## config.mk

```make
export PLATFORM = sky130hd
export DESIGN_NAME = sdfc_core
export DESIGN_NICKNAME = d
export VERILOG_FILES = /design/src/sv/sdfc_pkg.sv /design/src/sv/sdfc_core.sv
export SDC_FILE = /design/constraint.sdc
export NUM_CORES = 1
export LEC_CHECK = 0
export BUFFER_PORTS_ARGS = -buffer_cell sky130_fd_sc_hd__buf_2
export CELL_PAD_IN_SITES_DETAIL_PLACEMENT = 1
export CELL_PAD_IN_SITES_GLOBAL_PLACEMENT = 1
export CORE_UTILIZATION = 40
export DETAILED_ROUTE_END_ITERATION = 7
export MAX_ROUTING_LAYER = met4
export PLACE_DENSITY_LB_ADDON = 0.1
export SLEW_MARGIN = 20
export SYNTH_ARGS = -nofsm -noshare
export SYNTH_HDL_FRONTEND = slang
export SYNTH_SLANG_ARGS = --single-unit
```

## constraint.sdc

```tcl
create_clock -name clk -period 7.4 [get_ports clk]
set_clock_uncertainty 0.15 [all_clocks]
set_input_delay 1.85 -clock clk [delete_from_list [all_inputs] [get_ports clk]]
set_output_delay 1.85 -clock clk [all_outputs]
set_load 0.005 [all_outputs]
```

## src/sv/sdfc_pkg.sv

```systemverilog
// Shared types and constants for the status datagram frame checker.
package sdfc_pkg;

	localparam int unsigned PhaseW = 4;
	localparam int unsigned CountW = 16;
	localparam int unsigned ErrW   = 3;

	localparam logic [PhaseW-1:0] PH_IDLE  = 4'd0;
	localparam logic [PhaseW-1:0] PH_PRE   = 4'd1;
	localparam logic [PhaseW-1:0] PH_SYNC  = 4'd2;
	localparam logic [PhaseW-1:0] PH_LENLO = 4'd3;
	localparam logic [PhaseW-1:0] PH_LENHI = 4'd4;
	localparam logic [PhaseW-1:0] PH_TYPE  = 4'd5;
	localparam logic [PhaseW-1:0] PH_PAY   = 4'd6;
	localparam logic [PhaseW-1:0] PH_SUM   = 4'd7;
	localparam logic [PhaseW-1:0] PH_T55   = 4'd8;
	localparam logic [PhaseW-1:0] PH_TED   = 4'd9;

	localparam logic [ErrW-1:0] ERR_NONE  = 3'd0;
	localparam logic [ErrW-1:0] ERR_PRE   = 3'd1;
	localparam logic [ErrW-1:0] ERR_SYNC  = 3'd2;
	localparam logic [ErrW-1:0] ERR_SUM   = 3'd3;
	localparam logic [ErrW-1:0] ERR_T55   = 3'd4;
	localparam logic [ErrW-1:0] ERR_TED   = 3'd5;
	localparam logic [ErrW-1:0] ERR_TRUNC = 3'd6;

	localparam logic [7:0] PREAMBLE_BYTE = 8'hBE;
	localparam logic [7:0] SYNC_BYTE     = 8'hAA;
	localparam logic [7:0] TRAIL55_BYTE  = 8'h55;
	localparam logic [7:0] TRAILED_BYTE  = 8'hED;
	localparam logic [7:0] INFO_TYPE_RST = 8'h01;

	localparam logic [CountW-1:0] RUN_LAST = 16'd7;

	typedef struct packed {
		logic [7:0] data_byte;
		logic       first_byte;
		logic       last_byte;
	} beat_in_t;

	typedef struct packed {
		logic [7:0]      payload_byte;
		logic            payload_valid;
		logic            frame_done;
		logic            frame_good;
		logic [ErrW-1:0] error_code;
		logic [7:0]      frame_type;
		logic            is_info_frame;
	} beat_out_t;

endpackage

```

## src/sv/sdfc_core.sv

```systemverilog
// Frame state and per-byte check logic.
module sdfc_core import sdfc_pkg::*; (
	input  logic       clk,
	input  logic       arst_n,
	input  logic       step,
	input  beat_in_t   beat,
	input  logic [7:0] info_type,
	output beat_out_t  res
);

	logic [PhaseW-1:0] phase_q, phase_c, phase_d;
	logic [CountW-1:0] count_q, count_c, count_d, count_inc;
	logic [CountW-1:0] len_q, len_c, len_d;
	logic [7:0]        sum_q, sum_c, sum_d;
	logic [7:0]        type_q, type_c, type_d;
	logic [7:0]        b;
	logic [7:0]        run_want;
	logic [PhaseW-1:0] run_next;
	logic [ErrW-1:0]   run_err;
	logic [ErrW-1:0]   err;
	logic              pvalid, done, good, is_run;

	assign b = beat.data_byte;

	always_comb begin
		phase_c = beat.first_byte ? PH_PRE : phase_q;
		count_c = beat.first_byte ? '0 : count_q;
		len_c   = beat.first_byte ? '0 : len_q;
		sum_c   = beat.first_byte ? '0 : sum_q;
		type_c  = beat.first_byte ? '0 : type_q;
	end

	assign count_inc = count_c + 16'd1;

	// marker runs of eight bytes
	always_comb begin
		is_run   = 1'b1;
		run_want = PREAMBLE_BYTE;
		run_next = PH_SYNC;
		run_err  = ERR_PRE;
		case (phase_c)
			PH_PRE: begin
				run_want = PREAMBLE_BYTE; run_next = PH_SYNC; run_err = ERR_PRE;
			end
			PH_SYNC: begin
				run_want = SYNC_BYTE; run_next = PH_LENLO; run_err = ERR_SYNC;
			end
			PH_T55: begin
				run_want = TRAIL55_BYTE; run_next = PH_TED; run_err = ERR_T55;
			end
			PH_TED: begin
				run_want = TRAILED_BYTE; run_next = PH_IDLE; run_err = ERR_TED;
			end
			default: is_run = 1'b0;
		endcase
	end

	always_comb begin
		phase_d = phase_c;
		count_d = count_c;
		len_d   = len_c;
		sum_d   = sum_c;
		type_d  = type_c;
		pvalid  = 1'b0;
		done    = 1'b0;
		good    = 1'b0;
		err     = ERR_NONE;
		if (phase_c != PH_IDLE) begin
			if (is_run) begin
				if (b != run_want) begin
					err = run_err;
				end else if (count_c >= RUN_LAST) begin
					count_d = '0;
					phase_d = run_next;
					if (phase_c == PH_TED) begin
						done = 1'b1;
						good = 1'b1;
					end
				end else begin
					count_d = count_inc;
				end
			end else begin
				case (phase_c)
					PH_LENLO: begin
						len_d   = {8'd0, b};
						phase_d = PH_LENHI;
					end
					PH_LENHI: begin
						len_d   = {b, len_c[7:0]};
						phase_d = PH_TYPE;
					end
					PH_TYPE: begin
						type_d  = b;
						count_d = '0;
						phase_d = (len_c == '0) ? PH_SUM : PH_PAY;
					end
					PH_PAY: begin
						pvalid = 1'b1;
						sum_d  = sum_c + b;
						if (count_inc >= len_c) begin
							count_d = '0;
							phase_d = PH_SUM;
						end else begin
							count_d = count_inc;
						end
					end
					PH_SUM: begin
						if (b != sum_c) begin
							err = ERR_SUM;
						end else begin
							count_d = '0;
							phase_d = PH_T55;
						end
					end
					default: phase_d = PH_IDLE;
				endcase
			end
			if (err != ERR_NONE) begin
				done    = 1'b1;
				phase_d = PH_IDLE;
			end else if (!done && beat.last_byte && phase_d != PH_IDLE) begin
				done    = 1'b1;
				err     = ERR_TRUNC;
				phase_d = PH_IDLE;
			end
		end
	end

	always_comb begin
		res.payload_byte  = pvalid ? b : 8'd0;
		res.payload_valid = pvalid;
		res.frame_done    = done;
		res.frame_good    = good;
		res.error_code    = err;
		res.frame_type    = type_d;
		res.is_info_frame = good && (type_d == info_type);
	end

	always_ff @(posedge clk or negedge arst_n) begin
		if (!arst_n) begin
			phase_q <= PH_IDLE;
			count_q <= '0;
			len_q   <= '0;
			sum_q   <= '0;
			type_q  <= '0;
		end else if (step) begin
			phase_q <= phase_d;
			count_q <= count_d;
			len_q   <= len_d;
			sum_q   <= sum_d;
			type_q  <= type_d;
		end
	end

endmodule

```

==> metrics.md <==
| Metric | Value |
|---|---|
| Cell accounting for the most synthesized area | `dfrtp_1` |
| Area overhead of the layout relative to synthesis | `10.8%` |
| Die footprint | `~0.011 mm2` |
| Most prevalent standard cell on the critical path | `buf_2` |
| Vias | `between 4000 and 5000` |
| Largest family of logic cells by synthesized area | `simple AND/OR/NAND/NOR gates` |
| Hpwl dp | `10.7 mm` |
| Share of synthesized flip-flops with an asynchronous set or reset | `100%` |
| Setup repair after global routing missed its margin | `false` |
| Startpoint of the lowest-slack register-to-register path | `count_q[0]$_DFFE_PN0P_` |
| Fraction of the mapped netlist area in adder cells | `under 10%` |
| Launch point of the worst path | `beat[1]` |
| Stages on worst setup path | `17` |
| Most area-consuming cells after synthesis | `dfrtp_1 30%, ha_1 6.7%, nand2_1 5.2%, nor2_1 4.6%, a21oi_1 4.4%` |
| Initial antenna violation count | `0` |
| Cell family with the largest share of critical-path delay | `simple AND/OR/NAND/NOR gates` |
| Core ar. | `between 0.01 and 0.015 mm2` |
| CP required | `~5400 ps` |
| Pre-CTS WS | `a little under 100 ps` |
| Total standard cell area after synthesis | `roughly 0.0043 mm2` |
| Pin count of the biggest net entering global routing | `53` |
| Number of remaining DRC errors | `0` |
| Sequential share of power | `about half` |
| Detailed-route wire length per cell | `around 20 um` |
| Critical path buffer and inverter count | `2` |
| TNS Setup | `0 ps` |
| Share of the clock period used by the worst path after layout | `just under 100%` |
| Worst EP arrival | `roughly 5200 ps` |
| Share of the synthesized area in the top cell type | `about 30%` |
| # clock sinks | `52` |
| Minimum clock period after layout | `between 7000 and 8000 ps` |
| Internal power contribution | `around 0.4 mW` |
| Hold Path Origin | `sum_q[7]$_DFFE_PN0P_` |
| Final Hold Viols | `0` |
| Diode insertion count for antenna repair | `0` |
| Switching power | `between 0.2 and 0.25 mW` |
| Net count, final | `around 600` |
| Cell leakage power | `about 2.2 nW` |
| Most frequent standard cell in the layout excluding fill and tap cells | `nand2_1` |
| Worst stage delay on the critical path | `360 ps` |
| Endpoint kind of the worst setup timing path | `primary output` |
| TritonCTS clock tree | `done` |
| Worst reg2reg setup slack | `approximately 3400 ps` |
| Share of cells above drive strength 1 | `roughly 15%` |
| TritonCTS Buffers | `5` |
| Slew of the pin with the lowest slew margin | `around 730 ps` |
| Startpoint kind of the worst setup timing path | `input port` |
| Wire length of the first global-routing pass | `roughly 24 mm` |
| Fraction of power consumed by combinational cells | `just over 20%` |
| Yosys warning count | `0` |
| Clock input transition at the sequential cells of the worst setup and hold paths | `between 100 and 150 ps` |
| Num rows | `37` |
| Source-to-sink clock delay at the later pin of the worst-skew pair | `340 ps` |
| Root cell of the clock tree | `clkbuf_8` |
| Type of the worst min-delay path | `reg2reg` |
| Die X | `between 100 and 150 um` |
| First-pass iteration count of the detailed router | `4` |
| Mean post-synth cell area | `around 8.0 um2` |
| Crit path max fanout | `5` |
| Fraction of power spent switching nets | `between 30% and 40%` |
| Starting DRC count in detailed routing | `~260` |
| Maximum capacitance violations | `0` |
| Part of the power in the clock network | `roughly 30%` |
| Rel. slew slack | `between 50% and 60%` |
| Last weighted congestion value of the routability-driven placer | `about 0.83` |
| Final-report max-slew violation count | `0` |
| Wirelength, routed | `between 10 and 15 mm` |
| Port-buffer cells | `between 40 and 50` |
| Top-Level Pins | `between 40 and 50` |
| Endpoint of the lowest-slack register-to-register path | `count_q[6]$_DFFE_PN0P_` |
| Startpoint-to-endpoint class of the critical path | `in2out` |
| Synthesized net count | `between 500 and 600` |
| Overall track demand over capacity in global routing | `28.5%` |
| Critical Path Slowest Stage Cell | `a221oi_2` |
| Outcome | `completed` |
| Worst R2R Path Depth | `15` |
| Commonest cells after routing, fill and taps aside | `59 x nand2_1, 52 x nor2_1, 52 x dfrtp_1` |
| Multiplexer area fraction after synthesis | `less than 1%` |
| Series of cell instances along the critical path | `buf_2 > nor2b_1 > ha_2 > nand4b_1 > nor2_1 > nor3b_1 > or2_2 > ha_1 > nand2_1 > a21oi_1 > a221o_1 > o211ai_1 > nand3_1 > a221oi_2 > o211ai_2 > a32o_1 > buf_2` |
| Post-layout utilization of the core | `between 40% and 50%` |
| Setup violators final | `0` |
| Smallest setup slack after layout | `205 ps` |
| Maximum clock path buffer count | `2` |
| Number of vias per cell after detailed routing | `about 6` |
| Cell variety after synth | `approximately 70` |
| Die extent in y | `roughly 110 um` |
| Worst voltage drop across the vdd grid | `a little under 70 uV` |
| Share of the synthesized area in compound gates (AO/OA/AOI/OAI) | `25.2%` |
| Maximum clock frequency | `roughly 140 MHz` |
| Post-synthesis sequential element count | `52` |
| Final hold slack | `about 340 ps` |
| Power Dens Cells | `129 mW/mm2` |
| Dominant synthesized flop cell | `dfrtp_1` |
| Initial cell density of the core | `41.3%` |
| Endpoint of the worst setup timing path | `res[11]` |
| Count of flip-flops with a built-in enable after synthesis | `0` |
| Via count of the first global-routing pass | `4379` |
| Remaining antenna violation count after routing | `0` |
| Sequential element share of the synthesized area | `between 30% and 40%` |
| Leftover overflow at the end of global routing | `0` |
| Synthesized netlist cell count | `536` |
| Area fraction in and, or, nand and nor cells after synthesis | `between 20% and 30%` |
| XOR/XNOR share of the synthesized area | `~5.3%` |
| H-tree lvl count | `2` |
-- state kept, by name (all words and copies together) (netlist names) --
name,flops
count_q,16
len_q,16
phase_q,4
sum_q,8
type_q,8
-- worst min-delay path: cells and delay by family (launching register included) --
kind,cells,cell delay [ps]
compound gates,1,60
simple gates,1,40
flops,1,360
-- area by class of cell --
cell class / count / area, um2
Sequential cell: 52 / 1300
Fill cell: 1285 / 5630
Clock inverter: 3 / 23.8
Clock buffer: 5 / 68.8
Tap cell: 136 / 170
Timing Repair Buffer: 57 / 324
Inverter: 25 / 97.6
Multi-Input combinational cell: 426 / 2760
-- what timing repair did --
| action | in CTS | in global routing |
|---|---|---|
| hold buffers | 0 | 0 |
| setup endpoints to repair | 0 | 3 |
| hold endpoints to repair | 0 | 0 |
| gates resized for setup | 0 | 7 |
| setup buffers | 0 | 3 |
-- synth_stat cells (5+ instances only) --
master and number:
o21bai_1 5, xor2_1 14, nor3_1 12, and3_1 16, and2_1 13, nor2b_1 13
nand4_1 5, dfrtp_1 52, o21ai_1 11, nand3_1 14, a211oi_1 8, nor2_1 52
buf_1 6, o21ai_0 20, ha_1 23, a22o_1 17, nor4_1 11, a221oi_1 6
inv_1 25, nand2_1 59, xnor2_1 12, clkbuf_1 21, a21oi_1 38, a31oi_1 11
-- per-layer routing --
metal	vias up	GRT usage [%]	routed length, um
met1	2054	36.7	6520
met4	0	11.2	437
met3	31	3.71	555
li1	2010	-	-
met5	-	-	0
met2	119	45.4	6890
-- cells by family (layout without fill, tap and decap cells) --
group                    Yosys count  in the layout
multiplexers                       2              2
adder cells (fa/ha/maj)           24             24
AND/OR/NAND/NOR                  218            218
XOR/XNOR                          26             26
buffers and inverters             58             90
flip-flops                        52             52
AO/OA/AOI/OAI                    156            156
-- power by group through the flow --
stage          logic (mW)  registers, mW  clock network, mW
2_1_floorplan      0.0738          0.303                  0
3_3_place_gp        0.118          0.307                  0
3_5_place_dp        0.121          0.307                  0
4_1_cts             0.121          0.301              0.191
5_1_grt             0.137          0.303              0.199
6_report            0.123          0.302              0.187
-- per-stage QoR --
stage               cell area (um2)  cells  power [mW]
floorplan                      4280    536       0.377
global placement               4600    693       0.424
detailed placement             4600    693       0.428
CTS                            4690    701       0.613
global route                   4740    704       0.640
finish                         4740    704       0.613
-- how the worst min path moves through the flow --
| stage | end | slack, ps | depth (start not counted) |
|---|---|---|---|
| after CTS | sum_q[6]$_DFFE_PN0P_ | 350 | 2 |
| after detailed placement | sum_q[6]$_DFFE_PN0P_ | 320 | 2 |
| after global routing | sum_q[3]$_DFFE_PN0P_ | 360 | 2 |
| after floorplan | sum_q[3]$_DFFE_PN0P_ | 290 | 2 |
| after global placement | sum_q[5]$_DFFE_PN0P_ | 310 | 2 |
| final | sum_q[7]$_DFFE_PN0P_ | 340 | 2 |
Note: power is estimated with default switching activity, not from simulation.
